--- src/hw/rtl/i2ssf_pkg.sv ---
// Shared constants, types and segment table for the seven-segment frame core.
`default_nettype none

package i2ssf_pkg;

    localparam int DIGIT_COUNT = 4;

    // Clamp limits of the display
    localparam int TOP_VAL = 10 ** DIGIT_COUNT - 1;
    localparam int BOT_MAG = 10 ** (DIGIT_COUNT - 1) - 1;

    // Largest magnitude that can reach the digit serializer (input is 16 bits)
    localparam int MAG_MAX = (TOP_VAL < 32767) ? TOP_VAL : 32768;
    localparam int MAG_W   = $clog2(MAG_MAX + 1);
    localparam int IDX_W   = $clog2(DIGIT_COUNT + 1);

    // Divide by ten: x * 52429 >> 19 is exact for x below 81920
    localparam int DIV_RECIP = 52429;
    localparam int DIV_SHIFT = 19;
    localparam int PROD_W    = MAG_W + 16;

    localparam logic [7:0] SEG_MINUS = 8'h01;
    localparam logic [7:0] SEG_BLANK = 8'h00;
    localparam logic [7:0] START_BIT = 8'h80;
    localparam logic [7:0] AN1_BIT   = 8'h40;
    localparam logic [7:0] AN2_BIT   = 8'h20;

    typedef struct packed {
        logic             neg;
        logic [MAG_W-1:0] mag;
    } item_t;

    function automatic logic [7:0] seg_code(input logic [3:0] digit);
        logic [7:0] code;
        unique case (digit)
            4'd0:    code = 8'h7E;
            4'd1:    code = 8'h30;
            4'd2:    code = 8'h6D;
            4'd3:    code = 8'h79;
            4'd4:    code = 8'h33;
            4'd5:    code = 8'h5B;
            4'd6:    code = 8'h5F;
            4'd7:    code = 8'h70;
            4'd8:    code = 8'h7F;
            4'd9:    code = 8'h73;
            default: code = SEG_BLANK;
        endcase
        return code;
    endfunction

endpackage

`default_nettype wire

--- src/hw/rtl/i2ssf_clamp.sv ---
// Input register and saturation of the value to the displayable range.
`default_nettype none

module i2ssf_clamp
    import i2ssf_pkg::*;
(
    input  wire logic               clk,
    input  wire logic               rst_n,
    input  wire logic               in_valid,
    output logic                    in_stall,
    input  wire logic signed [15:0] shown_value,
    output logic                    item_valid,
    output item_t                   item,
    input  wire logic               item_take
);

    logic               val_reg;
    logic               val_next;
    logic signed [15:0] value_reg;
    logic signed [31:0] v_ext;
    logic signed [31:0] v_cl;
    logic signed [31:0] v_abs;
    logic               accept;

    assign in_stall = val_reg && !item_take;
    assign accept   = in_valid && !in_stall;

    always_comb
    begin
        val_next = val_reg;
        if (accept)
        begin
            val_next = 1'b1;
        end
        else if (item_take)
        begin
            val_next = 1'b0;
        end
    end

    always_ff @(posedge clk or negedge rst_n)
    begin
        if (!rst_n)
        begin
            val_reg <= 1'b0;
        end
        else
        begin
            val_reg <= val_next;
        end
    end

    always_ff @(posedge clk)
    begin
        if (accept)
        begin
            value_reg <= shown_value;
        end
    end

    // Saturate to top and bottom, then split into sign and magnitude
    always_comb
    begin
        v_ext = 32'(value_reg);
        v_cl  = v_ext;
        if (v_ext > 32'(TOP_VAL))
        begin
            v_cl = 32'(TOP_VAL);
        end
        else if (v_ext < -32'(BOT_MAG))
        begin
            v_cl = -32'(BOT_MAG);
        end
        v_abs    = v_cl[31] ? -v_cl : v_cl;
        item.neg = v_cl[31];
        item.mag = v_abs[MAG_W-1:0];
    end

    assign item_valid = val_reg;

endmodule

`default_nettype wire

--- src/hw/rtl/i2ssf_digit_ser.sv ---
// Digit serializer: one frame byte per cycle into the output register while the output is not stalled.
`default_nettype none

module i2ssf_digit_ser
    import i2ssf_pkg::*;
(
    input  wire logic       clk,
    input  wire logic       rst_n,
    input  wire logic       item_valid,
    input  wire item_t      item,
    output logic            item_take,
    input  wire logic       ann_one,
    input  wire logic       ann_two,
    output logic            out_valid,
    input  wire logic       out_stall,
    output logic [7:0]      frame_byte,
    output logic            frame_last
);

    logic             busy_reg;
    logic             busy_next;
    logic [MAG_W-1:0] mag_reg;
    logic [MAG_W-1:0] mag_next;
    logic             neg_reg;
    logic             minus_done_reg;
    logic             minus_done_next;
    logic [IDX_W-1:0] idx_reg;
    logic [IDX_W-1:0] idx_next;
    logic             out_valid_reg;
    logic             out_valid_next;
    logic [7:0]       byte_reg;
    logic [7:0]       byte_next;
    logic             last_reg;
    logic             last_next;

    logic              out_free;
    logic              emit;
    logic              at_last;
    logic [PROD_W-1:0] prod;
    logic [MAG_W-1:0]  quot;
    logic [MAG_W-1:0]  quot_x10;
    logic [MAG_W-1:0]  rem_full;
    logic [7:0]        code;

    assign out_free  = !out_valid_reg || !out_stall;
    assign emit      = busy_reg && out_free;
    assign at_last   = (idx_reg == IDX_W'(DIGIT_COUNT));
    assign item_take = item_valid && (!busy_reg || (emit && at_last));

    // Peel off the lowest decimal digit
    always_comb
    begin
        prod     = PROD_W'(mag_reg) * PROD_W'(DIV_RECIP);
        quot     = MAG_W'(prod >> DIV_SHIFT);
        quot_x10 = MAG_W'({quot, 3'b000}) + MAG_W'({quot, 1'b0});
        rem_full = mag_reg - quot_x10;
    end

    always_comb
    begin
        mag_next        = mag_reg;
        minus_done_next = minus_done_reg;
        code            = SEG_BLANK;
        if (at_last)
        begin
            code = (ann_one ? AN1_BIT : 8'h00) | (ann_two ? AN2_BIT : 8'h00);
        end
        else if ((idx_reg == '0) || (mag_reg != '0))
        begin
            code     = seg_code(rem_full[3:0]);
            mag_next = quot;
        end
        else if (neg_reg && !minus_done_reg)
        begin
            code            = SEG_MINUS;
            minus_done_next = 1'b1;
        end
        if (idx_reg == '0)
        begin
            code = code | START_BIT;
        end
    end

    always_comb
    begin
        busy_next      = busy_reg;
        idx_next       = idx_reg;
        out_valid_next = out_valid_reg;
        byte_next      = byte_reg;
        last_next      = last_reg;
        if (emit)
        begin
            out_valid_next = 1'b1;
            byte_next      = code;
            last_next      = at_last;
            idx_next       = idx_reg + 1'b1;
            if (at_last)
            begin
                busy_next = 1'b0;
            end
        end
        else if (!out_stall)
        begin
            out_valid_next = 1'b0;
        end
        if (item_take)
        begin
            busy_next = 1'b1;
            idx_next  = '0;
        end
    end

    always_ff @(posedge clk or negedge rst_n)
    begin
        if (!rst_n)
        begin
            busy_reg      <= 1'b0;
            idx_reg       <= '0;
            out_valid_reg <= 1'b0;
        end
        else
        begin
            busy_reg      <= busy_next;
            idx_reg       <= idx_next;
            out_valid_reg <= out_valid_next;
        end
    end

    // Payload registers: load a new item, or advance on each emitted byte
    always_ff @(posedge clk)
    begin
        byte_reg <= byte_next;
        last_reg <= last_next;
        if (item_take)
        begin
            mag_reg        <= item.mag;
            neg_reg        <= item.neg;
            minus_done_reg <= 1'b0;
        end
        else if (emit)
        begin
            mag_reg        <= mag_next;
            minus_done_reg <= minus_done_next;
        end
    end

    assign out_valid  = out_valid_reg;
    assign frame_byte = byte_reg;
    assign frame_last = last_reg;

endmodule

`default_nettype wire

--- src/hw/rtl/integer_to_seven_segment_frame_core.sv ---
// Top level of the seven-segment frame core: configuration registers and datapath.
`default_nettype none

// Takes a signed 16-bit value, saturates it to -999..9999 and sends one display
// frame of five bytes, one byte per cycle while out_stall is low: byte 0 is the
// rightmost digit with the start bit in bit 7, byte 3 the leftmost digit (or
// minus, or blank), and byte 4 carries the two annunciator bits and sets
// frame_last. The digit serializer extracts one decimal digit per byte; a word
// passes the input register and the serializer's output register before its
// first byte appears. The next value waits in the input register and enters the
// serializer as the last byte is loaded into the output register, so frames
// follow with no gap. The annunciator registers are read as that byte is formed.

module integer_to_seven_segment_frame_core
    import i2ssf_pkg::*;
(
    input  wire logic               clk,
    input  wire logic               rst_n,
    input  wire logic               in_valid,
    output logic                    in_stall,
    input  wire logic signed [15:0] shown_value,
    output logic                    out_valid,
    input  wire logic               out_stall,
    output logic [7:0]              frame_byte,
    output logic                    frame_last,
    input  wire logic               cfg_valid,
    output logic                    cfg_ready,
    input  wire logic               cfg_index,
    input  wire logic               cfg_data
);

    localparam logic CFG_ANN_ONE = 1'b0;
    localparam logic CFG_ANN_TWO = 1'b1;

    logic  ann_one_reg;
    logic  ann_two_reg;
    logic  item_valid;
    item_t item;
    logic  item_take;

    assign cfg_ready = 1'b1;

    always_ff @(posedge clk or negedge rst_n)
    begin
        if (!rst_n)
        begin
            ann_one_reg <= 1'b0;
            ann_two_reg <= 1'b0;
        end
        else if (cfg_valid && cfg_ready)
        begin
            unique case (cfg_index)
                CFG_ANN_ONE: ann_one_reg <= cfg_data;
                CFG_ANN_TWO: ann_two_reg <= cfg_data;
                default:     ann_one_reg <= ann_one_reg;
            endcase
        end
    end

    i2ssf_clamp u_clamp (
        .clk         (clk),
        .rst_n       (rst_n),
        .in_valid    (in_valid),
        .in_stall    (in_stall),
        .shown_value (shown_value),
        .item_valid  (item_valid),
        .item        (item),
        .item_take   (item_take)
    );

    i2ssf_digit_ser u_digit_ser (
        .clk        (clk),
        .rst_n      (rst_n),
        .item_valid (item_valid),
        .item       (item),
        .item_take  (item_take),
        .ann_one    (ann_one_reg),
        .ann_two    (ann_two_reg),
        .out_valid  (out_valid),
        .out_stall  (out_stall),
        .frame_byte (frame_byte),
        .frame_last (frame_last)
    );

endmodule

`default_nettype wire
--- config.mk ---
export PLATFORM = sky130hd
export DESIGN_NAME = integer_to_seven_segment_frame_core
export DESIGN_NICKNAME = d
export VERILOG_FILES = /design/src/hw/rtl/i2ssf_pkg.sv /design/src/hw/rtl/i2ssf_clamp.sv /design/src/hw/rtl/i2ssf_digit_ser.sv /design/src/hw/rtl/integer_to_seven_segment_frame_core.sv
export SDC_FILE = /design/constraint.sdc
export NUM_CORES = 1
export LEC_CHECK = 0
export BUFFER_PORTS_ARGS = -buffer_cell sky130_fd_sc_hd__buf_2
export CORE_MARGIN = 2
export CORE_UTILIZATION = 55
export DETAILED_ROUTE_END_ITERATION = 7
export PLACE_DENSITY = 0.73
export SLEW_MARGIN = 25
export SYNTH_ARGS = -nofsm -noshare
export SYNTH_HDL_FRONTEND = slang
export SYNTH_SLANG_ARGS = --single-unit
--- constraint.sdc ---
create_clock -name clk -period 11.7 [get_ports clk]
set_input_delay 2.34 -clock clk [delete_from_list [all_inputs] [get_ports clk]]
set_output_delay 2.34 -clock clk [all_outputs]
set_load 0.02 [all_outputs]
# After elaboration in Yosys (flattened, before gate mapping)
# Memories as Yosys holds them, arrays and structs flattened.
# Cells that the tools add are included.
[totals]
ff_bits = 49
rom_bits = 112
in_bits = 23
output_inout_bits = 12
word_cells = 75
mem_count = 1
[memory_table]
columns = ["memory", "depth", "width", "read_ports", "rd_ports_with_merged_regs", "wr", "line_no", "text"]
rows = [
  ["(name not given)", 16, 7, 1, 0, 0, "i2ssf_pkg.sv:35", "unique case (digit)"],
]
[op_classes]
add_sub_neg = 4
mul = 1
n_lt_le_gt_ge = 2
eq_ne = 3
muxes = 21
bitwise_logic = 4
reduce_logical = 26
[op_table]
columns = ["operator", "n"]
rows = [
  ["14-bit 2-to-1 mux", 5],
  ["32-bit 2-to-1 mux", 2],
  ["14-bit by 16-bit multiplier with 30-bit output (second input constant)", 1],
  ["16-bit by 15-bit > comparator with 1-bit output (second input constant)", 1],
  ["16-bit by 11-bit less-than comparator with 1-bit output (second input constant)", 1],
  ["8-bit 2-to-1 mux", 2],
  ["14-bit negation", 1],
  ["14-bit nonzero test", 1],
  ["1-bit 2-to-1 mux", 8],
  ["8-bit bitwise OR", 1],
  ["2-bit nonzero test", 4],
  ["7-bit 2-to-1 mux", 1],
  ["1-bit logical AND", 6],
  ["1-bit logical NOT", 6],
  ["3-bit 2-to-1 mux", 2],
  ["6-bit 2-to-1 mux", 1],
  ["2-bit AND reduction", 3],
  ["4-bit adder", 1],
  ["4-bit AND reduction", 1],
  ["4-bit subtractor", 1],
  ["3-bit by 1-bit adder with 3-bit output (second input constant)", 1],
  ["3-bit == test (second input constant)", 1],
  ["3-bit logical NOT", 1],
  ["1-bit logical OR", 3],
  ["other kinds (4)", 6],
]

# Depth between registers and ports, before layout
# Gate-level depths: netlist (run 1).
[logic_depth]
ltp_word = 11
depth_mapped = 27
ltp_nobuf = 27

# Modules after synthesis
# From an unflattened synthesis (run 1), not the netlist that was laid out.
[unflattened]
hier_cells = 606
hier_area_um2 = 6109.6
[by_module_without_submodules]
columns = ["module", "n_inst", "cells_each", "area_per_inst_um2", "seq_area_each_um2"]
rows = [
  ["i2ssf_digit_ser", 1, 482, 4897.2, 865.8],
  ["i2ssf_clamp", 1, 116, 1114.8, 505.5],
  ["integer_to_seven_segment_frame_core", 1, 8, 97.6, 50.0],
]

# Least setup slack after synthesis (run 1)
# No wires, ideal clock.
[synth_path]
kind = "register to register"
from = "register u_digit_ser.mag_reg[3]"
to = "register u_digit_ser.byte_reg[0] (netlist: u_digit_ser.frame_byte[0]) (data pin)"
setup_time_ps = 261
arrival_ps = 6143
required_ps = 11439
slack_ps = 5296
stages_incl_launch_ff = 27
path_buffers = 1
synth_period_minus_slack_ps = 6404
path_cell_list = "edfxtp_1 -> inv_1 -> ha_1 -> inv_1 -> ha_1 -> fa_1 -> inv_1 -> fa_1 -> inv_1 -> fa_1 -> inv_1 -> fa_1 -> inv_1 -> ha_1 -> a211o_1 -> a211o_1 -> o32ai_4 -> a21boi_2 -> nor2_1 -> xnor2_1 -> ha_1 -> and2_1 -> o31a_1 -> or3_1 -> buf_6 -> and2_4 -> a311o_1"
[synth_between]
elab_chain_cells = 6
elab_cells_between_ends = 8
cone_classes = "add/sub: 2; mul: 1; mux: 2; reduce/logical: 2; memory: 1"
[synth_rtl]
columns = ["element", "line_no", "text"]
rows = [
  ["start: declaration", "i2ssf_digit_ser.sv:22", "logic [MAG_W-1:0] mag_reg;"],
  ["start signal: assignment", "i2ssf_digit_ser.sv:136", "mag_reg <= item.mag;"],
  ["start signal: assignment", "i2ssf_digit_ser.sv:142", "mag_reg <= mag_next;"],
  ["14-bit by 16-bit multiplier with 30-bit output", "i2ssf_digit_ser.sv:53", "prod = PROD_W'(mag_reg) * PROD_W'(DIV_RECIP);"],
  ["4-bit adder", "i2ssf_digit_ser.sv:55", "quot_x10 = MAG_W'({quot, 3'b000}) + MAG_W'({quot, 1'b0});"],
  ["4-bit subtractor", "i2ssf_digit_ser.sv:56", "rem_full = mag_reg - quot_x10;"],
  ["memory read 16 x 7 bit", "-", ""],
  ["8-bit 2-to-1 mux *", "i2ssf_digit_ser.sv:68", "else if ((idx_reg == '0) || (mag_reg != '0))"],
  ["8-bit 2-to-1 mux *", "i2ssf_digit_ser.sv:64", "if (at_last)"],
  ["end signal: assignment", "i2ssf_digit_ser.sv:132", "byte_reg <= byte_next;"],
  ["end: declaration", "i2ssf_digit_ser.sv:31", "logic [7:0] byte_reg;"],
]
# Mark *: on every way between the ends. The rest lies on a longest branch, timed or not.
# A chain may end at the register's enable or synchronous reset.

# Worst setup path after layout (run 1)
[layout_path]
from = "register u_digit_ser.mag_reg[8]"
to = "register u_digit_ser.byte_reg[6] (netlist: u_digit_ser.frame_byte[6]) (data pin)"
[layout_between]
elab_chain_cells = 6
elab_cells_between_ends = 8
cone_classes = "add/sub: 2; mul: 1; mux: 2; reduce/logical: 2; memory: 1"
[layout_rtl]
columns = ["element", "line_no", "text"]
rows = [
  ["14-bit by 16-bit multiplier with 30-bit output", "i2ssf_digit_ser.sv:53", ""],
  ["4-bit adder", "i2ssf_digit_ser.sv:55", ""],
  ["4-bit subtractor", "i2ssf_digit_ser.sv:56", ""],
  ["memory read 16 x 7 bit", "-", ""],
  ["8-bit 2-to-1 mux *", "i2ssf_digit_ser.sv:68", ""],
  ["8-bit 2-to-1 mux *", "i2ssf_digit_ser.sv:64", ""],
  ["named net u_digit_ser.code[6]", "i2ssf_digit_ser.sv:43", "logic [7:0] code;"],
]
# Mark *: on every way through the listed nets, which the timed path passes. The rest lies on a longest branch.

==> key figures, run 1 <==
Synth
  – Most used DFF post-synth: edfxtp_1
  – Syn nets: ~800
  – Post-synth EDFFs: 40
  – Synth Area in Adders: 43.1%
  – Post-synth ARST share: ~16%
  – Unique cell type count in the Yosys netlist: 62
  – Post-Syn Area: ~5900 sq um
  – Post-synthesis compound-gate area fraction: between 10% and 20%
  – Sequential area share after synthesis: 24.0%
  – Largest family of logic cells by synthesized area: adder cells
  – Mux cell area share after synthesis: less than 1%
  – Seq cells post-synth: 49
  – Xor/xnor share of the synthesized area: under 10%
  – Syn Area/Cell: around 10 sq um
  – Simple-gate portion of the synthesized area: 9.90%
  – Syn. warnings: 0
  – Mapped Cells: ~580

GRT
  – Pin count of the biggest net entering global routing: 20
  – Gr usage total: a little under a quarter
  – First-pass GRT wire length: around 20000 um
  – Vias in the first global route: about 4.4k
  – Initial antenna violation count: 0
  – Grt ovf: 0

CTS
  – Worst-path clk slew: about 0.1 ns
  – TritonCTS buffer count: 5
  – CTS Hold Bufs: 0
  – Worst-skew pair later-pin latency: 0.31 ns
  – Depth of the CTS H-tree: 2
  – Clock Sinks: a little under 50
  – Post CTS Setup Buffer Count: 0
  – Post-CTS sizing: 0
  – CTS tree: done
  – Max clock buf depth: 2
  – CTS root buf: clkbuf_8

Placement
  – Dpl hpwl: 10100 um
  – Buffers on Ports: 33
  – Gpl congestion: 0.902

Outcome
  – Outcome: finished, final reports clean

Min path
  – Worst hold-check path type: flop to flop
  – Hold path start: u_digit_ser.minus_done_reg
  – Hold Path End: u_digit_ser.minus_done_reg
  – WHS Path Cells: 2

STA
  – Max_slew headroom: between 50% and 60%
  – Final period utilization: about three fifths
  – Slew @ Worst Pin: about 0.67 ns
  – RSZ-0062 raised after global routing: false
  – Crit path time final: slightly below 7 ns
  – Fin. Hold Viols: 0
  – F_max: between 0.1 and 0.15 GHz
  – Skew final: 0.0108 ns
  – Fin Setup TNS: 0 ns
  – Final setup violation count: 0
  – Count of pins over their slew limit: 0

Setup path
  – Critical Path Start Type: flop
  – CP Max Fanout: 6
  – CP endpoint kind: flop
  – Worst R2R End: u_digit_ser.frame_byte[6]
  – WS Path Type: flop to flop
  – Worst path arrival time: slightly below 7 ns
  – Critical Path Start: u_digit_ser.mag_reg[8]
  – Crit Reg-Reg Startpoint: u_digit_ser.mag_reg[8]
  – R2R setup slack: between 4 and 5 ns
  – Worst r2r path cells: 24
  – CP required: 11.77 ns

Floorplanning
  – Cell row count: 37
  – Initial Utilization: approximately 57%
  – Die height: between 100 and 150 um
  – Die width: 108 um
  – Num ports: 35
  – Core area: between 10000 and 15000 sq um
  – Die area: approximately 12000 sq um

Final layout
  – Max reg flops: 16
  – Nets@finish: just over 800
  – Layout cells sized above 1: 9.11%
  – Area growth syn-to-layout: 6.35%
  – Diodes inserted: 0
  – Commonest cells after routing, fill and taps aside: inv_1 (121), ha_1 (121), fa_1 (52)

Routing
  – Average vias per placed instance: roughly 5.4
  – # DRC: 0
  – First-pass DRT Iterations: 4
  – DRT Wirelength: approximately 12000 um
  – WL/cell: 15.4 um
  – Initial drt markers: 159
  – Via Count: 4067
  – Final ANT Viol Nets: 0

Flow run
  – Max cap viols: 0
per-stage QoR:
step | worst slack, ns | cells | hold WS (ns) | area [sq um] | utilization [%]
global placement | 5.10 | 743 | 0.454 | 6220 | 59.7
CTS | 4.84 | 751 | 0.481 | 6310 | 60.5
finish | 4.86 | 751 | 0.481 | 6310 | 60.5
detailed placement | 4.85 | 743 | 0.460 | 6220 | 59.7
floorplan | 5.30 | 584 | 0.441 | 5930 | -
global route | 4.46 | 751 | 0.542 | 6310 | 60.5
cell usage after synthesis (3+ instances only):
master	n	area (sq um)
nor3_1	12	60.1
nor4_1	3	18.8
xor2_1	11	96.3
nand4_1	4	25.0
xnor2_1	11	96.3
a21o_1	5	37.5
a21oi_1	18	90.1
mux2_2	3	33.8
a22oi_1	3	22.5
fa_1	52	1040
a211o_1	3	26.3
a211oi_1	4	30.0
edfxtp_1	40	1200
inv_1	121	454
nor2b_1	6	37.5
dfrtp_1	8	200
nand2b_1	5	31.3
clkbuf_1	8	30.0
o21ai_0	16	80.1
nand2_1	27	101
and2_1	5	31.3
ha_1	121	1510
a31oi_1	4	25.0
nor2_1	30	113
nand3_1	12	60.1
or3_1	7	43.8
per-layer routing:
| layer | global-route usage (%) | vias to the layer above | wire [um] |
|---|---|---|---|
| met2 | 40.3 | 66 | 5780 |
| met4 | 6.59 | 0 | 269 |
| met1 | 28.5 | 1954 | 5090 |
| met3 | 2.85 | 18 | 459 |
| met5 | 0 | - | 0 |
| li1 | - | 2029 | - |
worst max path at each step:
stage | endpoint | slack (ns) | cells past startpoint
final | u_digit_ser.frame_byte[6] | 4.86 | 24
after floorplan | u_digit_ser.frame_byte[0] | 5.30 | 26
after CTS | u_digit_ser.frame_byte[6] | 4.84 | 24
after global routing | u_digit_ser.frame_byte[6] | 4.46 | 24
after detailed placement | u_digit_ser.frame_byte[6] | 4.85 | 24
after global placement | u_digit_ser.frame_byte[0] | 5.10 | 24
critical path: stages, from the launching register on:
cell      delay (ns)
edfxtp_1        0.47
inv_1           0.12
ha_1            0.32
inv_1           0.06
fa_1            0.60
fa_1            0.49
fa_1            0.54
inv_1           0.05
fa_1            0.49
inv_1           0.05
fa_1            0.49
inv_1           0.05
ha_1            0.28
o21ai_0         0.07
o21ai_0         0.22
nand2_1         0.14
a21boi_2        0.24
nor2_1          0.08
xnor2_1         0.22
ha_1            0.30
and2_1          0.16
o31a_1          0.24
or3_1           0.41
and2_4          0.20
a311o_1         0.30
layout make-up:
type / count / area, sq um
multi-input cells: 404 / 4010
fillers: 906 / 4110
well taps: 136 / 170
inverters: 121 / 454
clock buffers: 5 / 68.8
repair buffers: 33 / 165
flip-flops and latches: 49 / 1420
clock inverters: 3 / 21.3
logic make-up after synthesis:
logic type / after synthesis
compound gates: 85
xor+xnor: 22
fa+ha+maj: 173
buf+inv: 131
flops: 49
mux: 4
other cells: 1
simple gates: 119
Power of run 1 is left out: the tool's default activity adds up to more than one toggle a clock period on the data nets, which glitch-free logic cannot reach.
==> run 2: changes to the inputs <==
Settings changed: PLACE_DENSITY 0.73 to 0.76.
Clock period 11.7 ns to 5.66 ns, I/O delays scaled along.
==> run 2 against run 1 <==
The flow now finishes with violations (negative setup slack). Utilization grew 8.6 points. Wire length grew 18%. Setup slack lost 5.7 ns. Sequential cell count is the same. Sequential share of layout area shrank 2.8 points. Critical endpoint is now u_digit_ser.frame_byte[0]. Cell count grew 11%. Clock skew shrank 0.0033 ns. Critical path type unchanged. Clock-buffer cell count grew 2. Global-route usage grew 2.3 points. Highest routed layer unchanged.
==> key figures, run 2 (synthesized netlist as in run 1, its figures left out) <==
Final layout
  – Commonest cells after routing, fill and taps aside: inv_1 (113), ha_1 (111), buf_4 (78)
  – Nets@finish: 893 (+10%)
  – Layout cells sized above 1: 25.8% (+17 points)
  – Diodes inserted: 0 (unchanged)
  – Max reg flops: 16 (unchanged)
  – Commonest non-fill, non-tap cell in the layout: inv_1
  – Area growth syn-to-layout: 21.4%
  – Cell area after layout: 7200 sq um (+14%)
  – Final core utilization: 69.1% (+8.6 points)

GRT
  – First-pass GRT wire length: 22400 um (+9.7%)
  – Vias in the first global route: 4901 (+12%)
  – Grt ovf: 0 (unchanged)
  – Gr usage total: 24.8% (+2.3 points)
  – Pin count of the biggest net entering global routing: 20 (unchanged)
  – Initial antenna violation count: 0 (unchanged)

CTS
  – Worst-path clk slew: 0.09 ns (about the same)
  – TritonCTS buffer count: 5 (unchanged)
  – CTS Hold Bufs: 0 (unchanged)
  – Clock Sinks: 49 (unchanged)
  – CTS root buf: clkbuf_8
  – Depth of the CTS H-tree: 2 (unchanged)
  – Worst-skew pair later-pin latency: 0.31 ns (about the same)
  – Max clock buf depth: 2 (unchanged)
  – CTS tree: done

Setup path
  – Critical Path Start: u_digit_ser.mag_reg[12]
  – CP endpoint kind: flop
  – Slowest stage delay, CP: 0.55 ns (-0.05 ns)
  – WS Path Type: flop to flop
  – Worst R2R End: u_digit_ser.frame_byte[0]
  – Worst r2r path cells: 21 (-13%)
  – CP most frequent cell: fa_1
  – Crit Reg-Reg Startpoint: u_digit_ser.mag_reg[12]
  – R2R setup slack: -0.81 ns (-5.68 ns)
  – Worst-path cell chain: ha_4, inv_2, fa_1, fa_1, fa_1, inv_2, fa_1, fa_1, ha_4, nand4_1, a211oi_4, o32ai_4, a21boi_2, nor2_1, xnor2_1, ha_1, and2_4, o31a_1, or3_4, and2_4, a311o_1
  – Slowest CP cell: fa_1
  – Worst path arrival time: 6.54 ns (-0.37 ns)
  – CP required: 5.73 ns (-6.04 ns)
  – Critical path buffers and inverters: 2 (-3)
  – Critical Path Start Type: flop
  – CP Max Fanout: 4 (-2)
  – Crit-path leading delay family: adder cells

Floorplanning
  – Cell row count: 37 (unchanged)
  – Core area: 10400 sq um (unchanged)
  – Initial Utilization: 56.9% (unchanged)
  – Die height: 108 um (unchanged)
  – Die width: 108 um (unchanged)
  – Die area: 11600 sq um (unchanged)
  – Num ports: 35 (unchanged)

Min path
  – Hold path start: u_clamp.item_valid
  – Worst hold-check path type: flop to flop
  – WHS Path Cells: 1 (-1)
  – Hold Path End: u_digit_ser.busy_reg

Placement
  – Buffers on Ports: 33 (unchanged)
  – Dpl ws: -0.850 ns (-5.70 ns)
  – Gpl congestion: 0.918 (+1.8%)
  – Dpl hpwl: 11000 um (+9.0%)
  – Post-DP Area: 6800 sq um (+9.4%)

Routing
  – Initial drt markers: 181 (+14%)
  – First-pass DRT Iterations: 5 (+1)
  – Via Count: 4553 (+12%)
  – DRT Wirelength: 13600 um (+18%)
  – Average vias per placed instance: 5.46 (+0.81%)
  – WL/cell: 16.4 um (+5.9%)
  – Final ANT Viol Nets: 0 (unchanged)
  – # DRC: 0 (unchanged)

STA
  – F_max: 0.154 GHz (+5.6%)
  – Max_slew headroom: 57.7% (+2.6 points)
  – Skew final: 0.00746 ns (-0.00334 ns)
  – Slew @ Worst Pin: 0.635 ns (-0.0393 ns)
  – Fin Setup TNS: -5.07 ns (-5.07 ns)
  – Count of pins over their slew limit: 0 (unchanged)
  – RSZ-0062 raised after global routing: true
  – Final setup violation count: 9 (+9)
  – Fin. Hold Viols: 0 (unchanged)
  – Crit path time final: 6.47 ns (-0.364 ns)
  – Final period utilization: 114% (+56 points)
  – Final WS setup: -0.813 ns (-5.68 ns)

Outcome
  – Outcome: finished, violations left
  – Failing checks: negative setup slack

Flow run
  – Max cap viols: 0 (unchanged)
-- run 2: how the worst max path moves through the flow --
stage / end / slack (ns) / depth (start not counted)
6_report: u_digit_ser.frame_byte[0] / -0.81 / 21
5_1_grt: u_digit_ser.frame_byte[0] / -1.00 / 21
4_1_cts: u_digit_ser.frame_byte[6] / -0.77 / 24
3_5_place_dp: u_digit_ser.frame_byte[6] / -0.85 / 21
3_3_place_gp: u_digit_ser.frame_byte[6] / -0.65 / 24
2_1_floorplan: u_digit_ser.frame_byte[0] / -0.68 / 25
-- run 2: metal layers --
metal	global-route usage, %	wire length (um)	share of wire, %	vias to the layer above
met4	8.33	442	3.2	0
met5	0	0	0	-
met3	2.85	502	3.7	28
li1	-	-	-	2195
met2	45.7	7110	52	121
met1	29.8	5590	41	2209
-- run 2: final cells by class --
type | count | area (sq um)
Clock buffer | 7 | 86.3
Fill cell | 805 | 3220
Inverter | 121 | 454
Timing Repair Buffer | 116 | 807
Tap cell | 136 | 170
Clock inverter | 1 | 6.26
Sequential cell | 49 | 1420
Multi-Input combinational cell | 404 | 4250
-- run 2: what timing repair did --
action                     in CTS  in global routing
setup endpoints to repair      13                 15
pin swaps                      12                 26
buffers inserted                4                  8
cloned                          0                  0
gates resized for setup        15                 31
-- run 2: per-stage QoR --
| stage | hold slack (ns) | std cells |
|---|---|---|
| after global placement | 0.454 | 816 |
| after floorplan | 0.441 | 584 |
| after detailed placement | 0.484 | 816 |
| after CTS | 0.502 | 828 |
| final | 0.499 | 834 |
| after global routing | 0.528 | 834 |
Power of run 2 is left out for the same reason.
==> run 3: changes to the inputs <==
Settings changed: CORE_UTILIZATION 55 to 53, PLACE_DENSITY 0.76 to 0.74.
==> run 3 against run 2 <==
Setup slack better by 0.063 ns. Die area grew 3.6%. Cell count grew 1.3%. Critical path depth is 1 higher. Clock-buffer cell count shrank 2. The flow still finishes with violations (negative setup slack). Maximum frequency rose by 0.99%. Critical path type unchanged. Sequential cell count did not move. First-iteration DRC count rose by 12%. Non-clock buffer count is 7 higher.
==> key figures, run 3 (synthesized netlist as in run 1, its figures left out) <==
Outcome
  – Outcome: finished, violations left
  – Failing checks: negative setup slack

Routing
  – Initial drt markers: 203 (+12%)
  – DRT Wirelength: 13400 um (-2.0%)
  – First-pass DRT Iterations: 4 (-1)
  – WL/cell: 15.8 um (-3.3%)
  – Final ANT Viol Nets: 0 (unchanged)
  – Via Count: 4554 (+0.022%)
  – Average vias per placed instance: 5.39 (-1.3%)
  – # DRC: 0 (unchanged)

STA
  – Final period utilization: 113% (-1.1 points)
  – Max_slew headroom: 57.2% (-0.47 points)
  – RSZ-0062 raised after global routing: true
  – Slew @ Worst Pin: 0.642 ns (+0.00698 ns)
  – Final setup violation count: 9 (unchanged)
  – F_max: 0.156 GHz (+0.99%)
  – Crit path time final: 6.41 ns (-0.0634 ns)
  – Skew final: 0.00474 ns (-0.00272 ns)
  – Final WS setup: -0.749 ns (+0.0634 ns)
  – Count of pins over their slew limit: 0 (unchanged)
  – Fin. Hold Viols: 0 (unchanged)

Floorplanning
  – Core area: 10900 sq um (+4.5%)
  – Die height: 110 um (+1.8%)
  – Die width: 110 um (+1.8%)
  – Num ports: 35 (unchanged)
  – Cell row count: 38 (+2.7%)
  – Die area: 12000 sq um (+3.6%)
  – Initial Utilization: 54.5% (-2.5 points)

CTS
  – CTS root buf: clkbuf_8
  – Worst-skew pair later-pin latency: 0.32 ns (about the same)
  – Depth of the CTS H-tree: 2 (unchanged)
  – TritonCTS buffer count: 5 (unchanged)
  – Max clock buf depth: 2 (unchanged)
  – CTS tree: done
  – Worst-path clk slew: 0.09 ns (about the same)
  – Clock Sinks: 49 (unchanged)

Setup path
  – WS Path Type: flop to flop
  – Critical Path Start Type: flop
  – Worst path arrival time: 6.49 ns (-0.05 ns)
  – CP endpoint kind: flop
  – Crit Reg-Reg Startpoint: u_digit_ser.mag_reg[11]
  – CP Max Fanout: 4 (unchanged)
  – Critical Path Start: u_digit_ser.mag_reg[11]
  – CP required: 5.74 ns (about the same)

GRT
  – Pin count of the biggest net entering global routing: 20 (unchanged)
  – Initial antenna violation count: 0 (unchanged)
  – Gr usage total: 23.9% (-0.84 points)
  – Grt ovf: 0 (unchanged)
  – First-pass GRT wire length: 22300 um (-0.34%)
  – Vias in the first global route: 4889 (-0.24%)

Final layout
  – Fillcell total: 831 (+3.2%)
  – Diodes inserted: 0 (unchanged)
  – Layout cells sized above 1: 27.7% (+1.9 points)
  – Max reg flops: 16 (unchanged)
  – Nets@finish: 900 (+0.78%)
  – Commonest cells after routing, fill and taps aside: inv_1 (109), ha_1 (109), buf_4 (82)
  – Area growth syn-to-layout: 23.3%

Min path
  – Hold path start: u_digit_ser.minus_done_reg
  – Worst hold-check path type: flop to flop

Placement
  – Dpl hpwl: 10800 um (-2.2%)
  – Gpl congestion: 0.975 (+6.2%)
  – Dpl ws: -0.905 ns (-0.0548 ns)
  – Buffers on Ports: 33 (unchanged)

Flow run
  – Max cap viols: 0 (unchanged)
-- run 3: cell types whose count changed in the layout (fill, tap and decap cells not counted), sizes merged --
cell / previous run / this run
clkinv: 0 / 2
clkbuf: 7 / 5
buf: 116 / 123
-- run 3: path summary, 6_finish.rpt --
check	slack [ns]	endpoint	depth (start not counted)
setup / recovery	-0.75	u_digit_ser.frame_byte[0]	22
max in group asynchronous	4.87	u_digit_ser.out_valid	1
hold / removal	0.49	u_digit_ser.minus_done_reg	2
hold reg to reg	0.49	u_digit_ser.minus_done_reg	2
min in group asynchronous	0.63	ann_one_reg	1
setup reg to reg	-0.75	u_digit_ser.frame_byte[0]	22
-- run 3: area by class of cell --
type / count / area [sq um] / share of cell area (%)
multi-input combinational: 404 / 4290 / 58.8
sequential: 49 / 1420 / 19.4
timing repair buffer: 123 / 871 / 11.9
inverter: 121 / 457 / 6.25
tap: 140 / 175 / 2.40
clock buffer: 5 / 68.8 / 0.942
clock inverter: 3 / 21.3 / 0.291
-- run 3: worst max-delay path, cell delays in order, from the launching register on --
cell and delay (ns):
edfxtp_1 0.49, buf_6 0.17, ha_1 0.19, inv_1 0.06
fa_1 0.42, fa_1 0.48, fa_1 0.54, inv_2 0.04
fa_1 0.53, fa_1 0.46, ha_4 0.30, nand4_1 0.15
a211oi_4 0.27, o32ai_4 0.13, a21boi_2 0.18, nor2_2 0.07
xnor2_2 0.15, ha_1 0.32, and2_4 0.16, o31a_1 0.26
or3_4 0.35, and2_4 0.17, a311o_1 0.31
-- run 3: layer usage --
| metal | vias up | routed length, um | global-route usage, % |
|---|---|---|---|
| met3 | 16 | 382 | 3.26 |
| met5 | - | 0 | 0 |
| met1 | 2238 | 5690 | 28.5 |
| met4 | 0 | 252 | 7.41 |
| li1 | 2217 | - | - |
| met2 | 83 | 7040 | 44.4 |
-- run 3: metrics by stage --
stage | setup TNS [ns] | hold slack [ns] | instances | utilization, % | instance area [sq um]
2_1_floorplan | -3.63 | 0.441 | 584 | - | 5970
3_3_place_gp | -4.38 | 0.454 | 821 | 62.6 | 6810
3_5_place_dp | -6.56 | 0.473 | 821 | 62.6 | 6810
6_report | -4.96 | 0.493 | 845 | 67.1 | 7310
5_1_grt | -6.42 | 0.525 | 845 | 67.1 | 7310
4_1_cts | -4.64 | 0.495 | 840 | 65.5 | 7130
-- run 3: repair_timing --
| action | in CTS | in global routing |
|---|---|---|
| buffers inserted | 11 | 8 |
| hold buffers | 0 | 0 |
| resized for setup | 31 | 30 |
| pin swaps | 19 | 23 |
| endpoints found under the hold margin | 0 | 0 |
| endpoints found under the setup margin | 13 | 15 |
Power of run 3 is left out for the same reason.
